`src/rtl/hks_ram.sv`:
```
// ----------------------------------------------------------------------------
// hks_ram
// Generic single-write, single-read RAM with registered read data.
// ----------------------------------------------------------------------------
module hks_ram #(
	parameter int W = 8,
	parameter int D = 16
) (
	input  logic                                clk,
	input  logic                                we,
	input  logic [(D > 1 ? $clog2(D) : 1)-1:0]  waddr,
	input  logic [W-1:0]                        wdata,
	input  logic [(D > 1 ? $clog2(D) : 1)-1:0]  raddr,
	output logic [W-1:0]                        rdata
);

	logic [W-1:0] mem [D];

	always_ff @(posedge clk) begin
		if (we) begin
			mem[waddr] <= wdata;
		end
		rdata <= mem[raddr];
	end

endmodule

```
`config.mk`:
```
export PLATFORM = sky130hd
export DESIGN_NAME = hks_ram
export DESIGN_NICKNAME = d
export VERILOG_FILES = /design/src/rtl/hks_ram.sv
export SDC_FILE = /design/constraint.sdc
export NUM_CORES = 1
export LEC_CHECK = 0
export BUFFER_PORTS_ARGS = -buffer_cell sky130_fd_sc_hd__buf_2
export CORE_AREA = 2 2 117 119
export CTS_CLUSTER_DIAMETER = 40
export DETAILED_ROUTE_END_ITERATION = 8
export DIE_AREA = 0 0 119 121
export HOLD_SLACK_MARGIN = 0.05
export PLACE_DENSITY = 0.6
export SYNTH_ARGS = -nofsm -noshare
export SYNTH_HDL_FRONTEND = slang
export SYNTH_SLANG_ARGS = --single-unit
```
`constraint.sdc`:
```
create_clock -name clk -period 2 [get_ports clk]
set_clock_uncertainty 0.05 [all_clocks]
set_input_delay 0.3 -clock clk [delete_from_list [all_inputs] [get_ports clk]]
set_output_delay 0.3 -clock clk [all_outputs]
set_load 0.005 [all_outputs]
```
# Word level (Yosys, flattened, before mapping)
# Memories as Yosys holds them, arrays and structs flattened. A register that Yosys moved wholly into a read port is not among the register bits.
# Index checks and enable logic that the tools add are counted.
# word_totals
ff_bits	0
latch_bits	0
mem_bits_rw	128
romBits	0
in_bits	18
out_inout_bits	8
word_cells	3
memories	1
# op_classes
n_addsub	0
mul	0
div_mod_pow	0
order_cmp	0
n_eq_ne	0
shifts	0
muxes	2
bitwise	0
n_reduce_logical	0
# memory_table
memory	depth	word_bits	rd	rd_ports_with_merged_regs	wr	line	rtl
mem	16	8	1	1	1	17	logic [W-1:0] mem [D];
# op_table
operator	n
$mux 1	2

# Depth between registers and ports, before layout
# Gate-level depths: netlist of run 1.
# depth
ltp_word	2
depth_mapped	5

# Least setup slack after synthesis of run 1
# OpenSTA, ideal clock, no wires.
# synth_path
path_kind	input to register
startpoint	in waddr[2] in the netlist's numbering
endpoint	mem mem[0][0], enable pin
t_arrival_ps	1410
t_required_ps	1567
slack_ps	157
path_stages	2
path_buffers	0
cell_sequence	or3b_2 > nor3_1
# synth_rtl
item	line	rtl
start, declared	11	input logic [(D > 1 ? $clog2(D) : 1)-1:0] waddr,
end, declared	17	
# Straight into the memory's write port.

==> results of run 1 <==
-- path summary, 6_finish.rpt --
| path | end | slack [ps] | cells after the start |
|---|---|---|---|
| worst min-delay path | mem[6][7] | 220 | 1 |
| worst max register to register | rdata[5] | 600 | 3 |
| worst min register to register | rdata[3] | 620 | 3 |
| worst max-delay path | rdata[5] | 600 | 3 |
-- power groups by stage --
stage | sequential (mW) | clock [mW] | combinational (mW)
6_report | 3.20 | 3.22 | 0.289
5_1_grt | 3.21 | 3.40 | 0.316
4_1_cts | 3.20 | 3.27 | 0.296
3_5_place_dp | 3.26 | 0 | 0.295
3_3_place_gp | 3.26 | 0 | 0.291
2_1_floorplan | 3.26 | 0 | 0.162
-- stage by stage --
step | area, sq um | power [mW] | util | instances
2_1_floorplan | 5147 | 3.422 | - | 229
3_3_place_gp | 5602 | 3.551 | 0.4281 | 441
3_5_place_dp | 5602 | 3.558 | 0.4281 | 441
4_1_cts | 6221 | 6.767 | 0.4754 | 473
5_1_grt | 6221 | 6.920 | 0.4754 | 473
6_report | 6221 | 6.714 | 0.4754 | 473
-- synth_stat cells (all sizes together) --
| cell type | number | area, sq um |
|---|---|---|
| nand3b | 2 | 15.01 |
| nor2 | 13 | 48.80 |
| nor3 | 4 | 20.02 |
| or3b | 1 | 8.760 |
| and2 | 1 | 6.260 |
| and2b | 1 | 7.510 |
| nor2b | 1 | 6.260 |
| edfxtp | 128 | 3844 |
| mux4 | 32 | 773.2 |
| nand2b | 2 | 12.51 |
| dfxtp | 8 | 160.2 |
| clkdlybuf4s25 | 3 | 30.03 |
| nand2 | 9 | 33.78 |
| buf | 7 | 56.30 |
| nand3 | 1 | 5.000 |
| a22oi | 16 | 120.1 |
-- area by class of cell --
class	count	area, sq um	share of cell area
clock buffers	19	442.9	0.07120
clock inverters	13	176.4	0.02836
multi-input cells	83	1057	0.1700
flip-flops and latches	136	4004	0.6436
well taps	176	220.2	0.03540
repair buffers	46	320.3	0.05149
-- routing by layer --
layer	routed length, um	share of wire	vias up
li1	-	-	1084
met1	3960	0.43	1214
met2	4799	0.52	43
met3	309	0.034	8
met4	99	0.011	0
met5	0	0	-
-- sequential cells by signal (all words and copies together) (netlist names) --
signal	cells
mem	128
rdata	8
-- cell families (layout without fill, tap and decap cells) --
logic type             count (synthesis)  in the layout  share of synthesized area
multiplexers                          32             32                     0.1502
AO/OA/AOI/OAI                         16             16                    0.02334
buffers and inverters                 10             78                    0.01677
flip-flops                           136            136                     0.7778
AND/OR/NAND/NOR                       35             35                    0.03184
-- worst max-delay path, cell delays in order, from the launching register on --
cell	delay [ps]
edfxtp_1	350
mux4_1	500
a22oi_1	310
nand2_1	90
==> metrics, run 1 <==
Clock Latency Late Sink=400 ps; Sw Pwr=1.284 mW; clk sink count=136; gr usage total=0.1402; layout cells sized above 1=0.3199; Hold WC Path Type=input pin to register; Cell Pwr Density=1079 mW/mm^2; Layout area overhead=20.86%; first-pass GRT wire length=14210 um; internal power=5.430 mW; Sum Neg Setup Slack=0 ps; met2 global-route usage=0.2364; post-CTS setup buffers=0; combinational share of power=0.043; Sw Ratio=0.1912; I/O pins=26; Final Setup Violations=0; depth of the CTS H-tree=4; met1 Usage GRT=0.1710; Core Region=0.01309 sq mm; Starting Density=0.3934; Final Hold Fails=0; # resized after CTS=0; Root Driver=clkbuf_16; die area=0.01440 sq mm; CP startpoint=mem[1][5]; total number of vias=2349; IO buf count=25; RePlAce Congestion=0.6992; Static Leakage=2.119 nW; MaxCap Viol Count=0; Slew @ Worst Pin=412.1 ps; critical path class=register to register; Slew headroom=0.7253; Via-to-Cell Ratio=4.966; CTS clock-pin slew for the worst setup and hold paths=60 ps; data required time of the worst path=2240 ps; Hold-fix buffers, CTS=0; post-DP HPWL=5813 um; Cell Rows=42; syn nets=247; initial DRC count=236; routed len/inst=19.38 um; crit path DAT=1640 ps; total gr overflow=0; CP Launch Type=register; initial antenna violation count=0; Final nets=302; fmax=712.0 MHz; TritonRoute pass-1 iters=4; synthesized flop and latch total=136; VDD IR-drop max=591.4 uV; final wirelength=9169 um; RR Startpoint=mem[1][5]; Global Route met3 Usage=0.04041; n_diodes=0; Clk pwr share=0.480; min Tclk post-route=1405 ps; commonest cells after routing, fill and taps aside=edfxtp_1 (128), buf_2 (25), mux4_2 (18), buf_4 (18), clkbuf_16 (17); Die W=119 um; unrepaired setup endpoints after global routing=no; hold slack=219.7 ps; status=completed; Avg Cell Area, Syn=22.48 sq um; Synth Instances=229; post-route ant nets=0; busiest layer in global routing=met2; Critical Path Fanout Max=1; hold_sp=wdata[7]; Reg power frac=0.477; fin crit share=0.7023; number of buffers created by CTS=17; CTS tree=done; sequential area share after synthesis=0.7778; synthesized cell area=0.005147 sq mm; setup slack at placement=232.8 ps; FILL cells=1048; die height=121 um; maximum clock path buffer count=2; crit path capture type=register; Final Max Tran Viols=0; fin worst setup slack=595.5 ps; DRC Markers=0; largest net degree at the start of global routing=33; number of synthesis warnings=0; Yosys cell types=19; number of global-route vias before repair=2430; most common cell after layout, fill and taps aside=edfxtp_1
Power figures use the tool's default switching activity.
==> inputs of run 2 (changes only) <==
- clock period: 2 -> 1.32 ns (I/O delays scaled with it)
==> run 2 against run 1 <==
Compared with the run above:
- the run now ends with negative setup slack left
- combinational power rose by 84%
- first-iteration DRC count rose by 6.4%
- sequential share of layout area fell by 2.5 points
- worst setup slack got worse by 610 ps
- power rose by 59%
- clock power rose by 63%
- register-to-register slack got worse by 610 ps
- largest power group unchanged
==> metrics, run 2 (synthesis results as in run 1) <==
Worst Path Buf+Inv=0 (unchanged); area of the multi-input gates=0.001105 sq mm (was 0.001057 sq mm); Final Max Tran Viols=0 (unchanged); Root Driver=clkbuf_16 (unchanged); layout cells sized above 1=0.4459 (was 0.3199); VDD IR-drop max=931.5 uV (was 591.4 uV); largest register by flop count=mem (unchanged); commonest cells after routing, fill and taps aside=edfxtp_1 (128), mux4_2 (31), buf_2 (25) (was edfxtp_1 (128), buf_2 (25), mux4_2 (18), buf_4 (18), clkbuf_16 (17)); status=finished with violations (was completed); Cell Pwr Density=1644 mW/mm^2 (was 1079 mW/mm^2); Hold WC Path Type=input pin to register (unchanged); hold slack=121.3 ps (was 219.7 ps); worst stage delay on the critical path=490 ps (was 500 ps); Starting Density=0.3934 (unchanged); die height=121 um (unchanged); FILL cells=1035 (was 1048); final wirelength=10020 um (was 9169 um); critical path class=register to register (unchanged); CTS clock-pin slew for the worst setup and hold paths=60 ps (about the same); Via-to-Cell Ratio=5.104 (was 4.966); placed cell count=449 (was 441); Static Leakage=2.170 nW (was 2.119 nW); fmax=751.5 MHz (was 712.0 MHz); Layout area overhead=25.84% (was 20.86%); TritonRoute pass-1 iters=4 (unchanged); routed len/inst=20.84 um (was 19.38 um); Slew headroom=0.4062 (was 0.7253); depth of the CTS H-tree=4 (unchanged); MaxCap Viol Count=0 (unchanged); post-DP HPWL=6541 um (was 5813 um); RePlAce Congestion=0.6856 (was 0.6992); CTS tree=done (unchanged); unrepaired setup endpoints after global routing=yes (was no); Final Setup Violations=1 (was 0); Clock Latency Late Sink=410 ps (was 400 ps); DRC Markers=0 (unchanged); crit-path cells=mux4_2 > a22oi_2 > nand2_1 (was mux4_1 > a22oi_1 > nand2_1); Core Region=0.01309 sq mm (unchanged); Sum Neg Setup Slack=-10.62 ps (was 0 ps); post-route ant nets=0 (unchanged); first-pass GRT wire length=15480 um (was 14210 um); maximum clock path buffer count=2 (unchanged); top flop regs=mem x128, rdata x8 (unchanged); gr usage total=0.1535 (was 0.1402); register area=0.004004 sq mm (unchanged); Largest delay share family, worst path=multiplexers (unchanged); Die W=119 um (unchanged); IO buf count=25 (unchanged); min Tclk post-route=1331 ps (was 1405 ps); total number of vias=2455 (was 2349); total gr overflow=0 (unchanged); total power=10.65 mW (was 6.714 mW); I/O pins=26 (unchanged); initial DRC count=251 (was 236); Finished Core Util=0.4950 (was 0.4754); fin worst setup slack=-10.62 ps (was 595.5 ps); largest net degree at the start of global routing=17 (was 33); setup slack at placement=-381.1 ps (was 232.8 ps); data required time of the worst path=1560 ps (was 2240 ps); max reg flops=128 (unchanged); Cell Rows=42 (unchanged); crit path capture type=register (unchanged); clk sink count=136 (unchanged); initial antenna violation count=0 (unchanged); CP max-delay cell=mux4_2 (was mux4_1); CP Launch Type=register (unchanged); post-CTS setup buffers=0 (unchanged); Slew @ Worst Pin=888.9 ps (was 412.1 ps); final instance area=0.006477 sq mm (was 0.006221 sq mm); Critical Path Fanout Max=1 (unchanged); Final nets=310 (was 302); most common cell after layout, fill and taps aside=edfxtp_1 (unchanged); failing checks=negative setup slack; crit path DAT=1570 ps (was 1640 ps); number of global-route vias before repair=2580 (was 2430); die area=0.01440 sq mm (unchanged); n_diodes=0 (unchanged); Placement Cell Area=0.005772 sq mm (was 0.005602 sq mm); number of buffers created by CTS=17 (unchanged); Non-Filler Instances=481 (was 473); fin crit share=1.008 (was 0.7023); Final Hold Fails=0 (unchanged)
-- run 2: cell count changes in the layout (fill, tap and decap cells not counted), sizes merged --
cell      change
inv           -1
bufinv        +2
buf           +8
clkinvlp      -1
-- run 2: final timing paths --
path / start / end / slack (ps) / depth (start not counted)
worst max-delay path: mem[11][6] / rdata[6] / -10 / 3
worst min-delay path: wdata[1] / mem[6][1] / 120 / 1
worst max register to register: mem[11][6] / rdata[6] / -10 / 3
worst min register to register: mem[15][0] / rdata[0] / 630 / 3
-- run 2: layer usage --
layer / GRT usage / vias to the layer above / share of wire
li1: - / 1089 / -
met1: 0.1997 / 1284 / 0.46
met2: 0.2396 / 64 / 0.48
met3: 0.04605 / 18 / 0.039
met4: 0.06920 / 0 / 0.019
met5: 0 / - / 0
-- run 2: repair_timing --
| action | CTS | global route |
|---|---|---|
| pin swaps | 1 | 2 |
| gates cloned | 0 | 0 |
| setup endpoints to repair | 5 | 8 |
| resized for setup | 6 | 12 |
| hold buffers | 0 | 0 |
-- run 2: area by class of cell --
cell class	instances	share of cell area
Tap cell	176	0.03400
Sequential cell	136	0.6181
Multi-Input combinational cell	83	0.1706
Timing Repair Buffer	54	0.07417
Clock inverter	13	0.03477
Clock buffer	19	0.06838
-- run 2: report_power, final --
group          leakage, nW  switching [mW]  internal (mW)
sequential            1.22          0.0334           4.83
clock                0.327            1.67           3.58
combinational        0.620           0.279          0.252
-- run 2: worst reg2reg max path, cell delays in order, from the launching register on --
cell,delay [ps]
edfxtp_1,370
mux4_2,490
a22oi_2,230
nand2_1,70
==> inputs of run 3 (changes only) <==
- ABC_AREA: unset -> 1
- CORE_AREA: 2 2 117 119 -> 2 2 124 126
- DIE_AREA: 0 0 119 121 -> 0 0 126 128
==> run 3 against run 2 <==
Compared with the run above:
- the flow now finishes without violations
- wire length rose by 26%
- flip-flop and latch count did not move
- maximum frequency rose by 18%
- global-route usage is 1.4 points higher
- synthesized cell count increased by 140%
- die area up 12%
- hold slack improved by 4.6 ps
- critical path depth is 2 lower
- sequential share of layout area decreased by 3.7 points
- worst setup slack gained 200 ps
==> metrics, run 3 <==
Root Driver=clkbuf_16 (unchanged); Synth top area share=0.6665 (was 0.7467); Worst Path Buf+Inv=1 (was 0); total gr overflow=0 (unchanged); layout cells sized above 1=0.1431 (was 0.4459); Synth Instances=551 (was 229); min Tclk post-route=1132 ps (was 1331 ps); Layout area overhead=19.38% (was 25.84%); gr usage total=0.1678 (was 0.1535); DRC Markers=0 (unchanged); post-CTS setup buffers=0 (unchanged); Avg Cell Area, Syn=10.47 sq um (was 22.48 sq um); die area=0.01613 sq mm (was 0.01440 sq mm); most common cell after layout, fill and taps aside=nand2_1 (was edfxtp_1); # resized after CTS=0 (was 6); Hold WC Path Type=input pin to register (unchanged); Final Hold Fails=0 (unchanged); Clock Latency Late Sink=410 ps (about the same); final wirelength=12650 um (was 10020 um); initial antenna violation count=0 (unchanged); synthesized flop and latch total=136 (unchanged); largest family of logic cells by synthesized area=simple AND/OR/NAND/NOR gates (was multiplexers); Simple-Gate Fraction of Synth Area=0.2105 (was 0.03184); Die W=126 um (was 119 um); unrepaired setup endpoints after global routing=no (was yes); CTS clock-pin slew for the worst setup and hold paths=60 ps (about the same); clk sink count=136 (unchanged); ys async rst share=0 (unchanged); depth of the CTS H-tree=4 (unchanged); top flop regs=mem x128, rdata x8 (unchanged); post-synthesis mux area share=0 (was 0.1502); first-pass GRT wire length=20420 um (was 15480 um); Final Max Tran Viols=0 (unchanged); crit path DAT=880 ps (was 1570 ps); Compound-Gate Fraction of Synth Area=0 (was 0.02333); DR WL met3=384 um (was 394 um); data required time of the worst path=1070 ps (was 1560 ps); Via-to-Cell Ratio=4.727 (was 5.104); XOR/XNOR share of the synthesized area=0 (unchanged); Post-synth top flop=edfxtp_1 (unchanged); RePlAce Congestion=0.7928 (was 0.6856); met2 WL=6473 um (was 4861 um); IO buf count=25 (unchanged); crit-path cells=buf_2 (was mux4_2 > a22oi_2 > nand2_1); Largest delay share family, worst path=flip-flops (was multiplexers); crit path capture type=primary output (was register); Top Layer Used=met4 (unchanged); post-DP HPWL=8366 um (was 6541 um); count leader, synth=nand2_1 (was edfxtp_1); maximum clock path buffer count=2 (unchanged); Finished Core Util=0.4631 (was 0.4950); commonest cells after routing, fill and taps aside=nand2_1 (173), edfxtp_1 (128), inv_1 (100) (was edfxtp_1 (128), mux4_2 (31), buf_2 (25)); Synth Area in Adders=0 (unchanged); CP max-delay cell=dfxtp_1 (was mux4_2); number of global-route vias before repair=3866 (was 2580); die height=128 um (was 121 um); Yosys cell types=12 (was 19); n_diodes=0 (unchanged); Core Region=0.01486 sq mm (was 0.01309 sq mm); Cell Rows=45 (was 42); Metal-1 WL=5682 um (was 4574 um); worst stage delay on the critical path=350 ps (was 490 ps); initial DRC count=274 (was 251); syn nets=569 (was 247); Final nets=620 (was 310); Static Leakage=3.007 nW (was 2.170 nW); CP Launch Type=register (unchanged); Post-synth top cells=nand2_1 (173), edfxtp_1 (128), inv_1 (100) (was edfxtp_1 (128), mux4_2 (18), a22oi_1 (16)); Critical Path Fanout Max=1 (unchanged); Post-synth EDFFs=128 (unchanged); sequential area share after synthesis=0.6943 (was 0.7778); top post-synthesis cells by area=edfxtp_1 (67%), nand2_1 (11%), nand3_1 (8.4%) (was edfxtp_1 (75%), mux4_2 (7.9%), mux4_1 (7.1%)); VDD IR-drop max=941.9 uV (was 931.5 uV); TritonRoute pass-1 iters=4 (unchanged); largest net degree at the start of global routing=29 (was 17); Starting Density=0.3880 (was 0.3934); Slew @ Worst Pin=368.2 ps (was 888.9 ps); fmax=883.6 MHz (was 751.5 MHz); routed len/inst=15.75 um (was 20.84 um); CTS tree=done (unchanged); total number of vias=3796 (was 2455); I/O pins=26 (unchanged); Cell Pwr Density=1510 mW/mm^2 (was 1644 mW/mm^2); fin crit share=0.8574 (was 1.008); Final Setup Violations=0 (was 1); number of synthesis warnings=0 (unchanged); Hold-fix buffers, CTS=0 (unchanged); max reg flops=128 (unchanged); synthesized cell area=0.005767 sq mm (was 0.005147 sq mm); MaxCap Viol Count=0 (unchanged); Sum Neg Setup Slack=0 ps (was -10.62 ps); post-route ant nets=0 (unchanged); Yosys top cell by area=edfxtp_1 (unchanged); largest register by flop count=mem (unchanged); Slew headroom=0.7546 (was 0.4062); number of buffers created by CTS=17 (unchanged); status=completed (was finished with violations); critical path class=register to primary output (was register to register)
run 3: cell count changes after synthesis, moves of 4 or more:
cell / previous run / this run
nand2_1: 9 / 173
inv_1: 0 / 100
nand3_1: 1 / 97
mux4_2: 18 / 0
a22oi_1: 16 / 0
mux4_1: 14 / 0
buf_2: 3 / 13
nor2_1: 13 / 17
nor3_1: 4 / 0
run 3: power by group:
| group | internal, mW | switching, mW |
|---|---|---|
| clock network | 3.26 | 1.67 |
| logic | 0.206 | 0.397 |
| registers | 4.83 | 0.0308 |
run 3: layout make-up:
type | count | area (sq um)
fillers | 1388 | 7980
repair buffers | 56 | 420.4
clock inverters | 8 | 116.4
inverters | 102 | 382.9
well taps | 188 | 235.2
multi-input cells | 289 | 1214
clock buffers | 24 | 511.7
flip-flops and latches | 136 | 4004
run 3: worst paths after layout:
| kind | to | slack [ps] | cells after the start | startpoint |
|---|---|---|---|---|
| worst max-delay path | rdata[6] | 190 | 1 | rdata[6] |
| worst min-delay path | mem[4][1] | 130 | 1 | wdata[1] |
| worst max register to register | rdata[0] | 280 | 6 | mem[7][0] |
| worst min register to register | rdata[7] | 610 | 6 | mem[11][7] |
run 3: kinds of logic (layout without fill, tap and decap cells):
family	Yosys count	after routing
DFF	136	136
and+or+nand+nor	289	289
buffers and inverters	126	190
run 3: metrics by stage:
step                      cell area (sq um)  hold WS [ps]  total power, mW  setup WS (ps)  std cells
final                                  6884         125.9            10.40          188.2        803
after detailed placement               6256         527.4            5.558          8.340        771
after CTS                              6884         114.5            10.48          147.2        803
after global placement                 6256         526.8            5.549          33.16        771
after global routing                   6884         136.2            10.74          135.7        803
after floorplan                        5767         246.9            5.284          121.2        551
run 3: per-layer routing:
layer	track usage	vias up
li1	-	1873
met5	0	-
met2	0.2846	73
met3	0.03923	8
met4	0.05559	0
met1	0.2134	1842
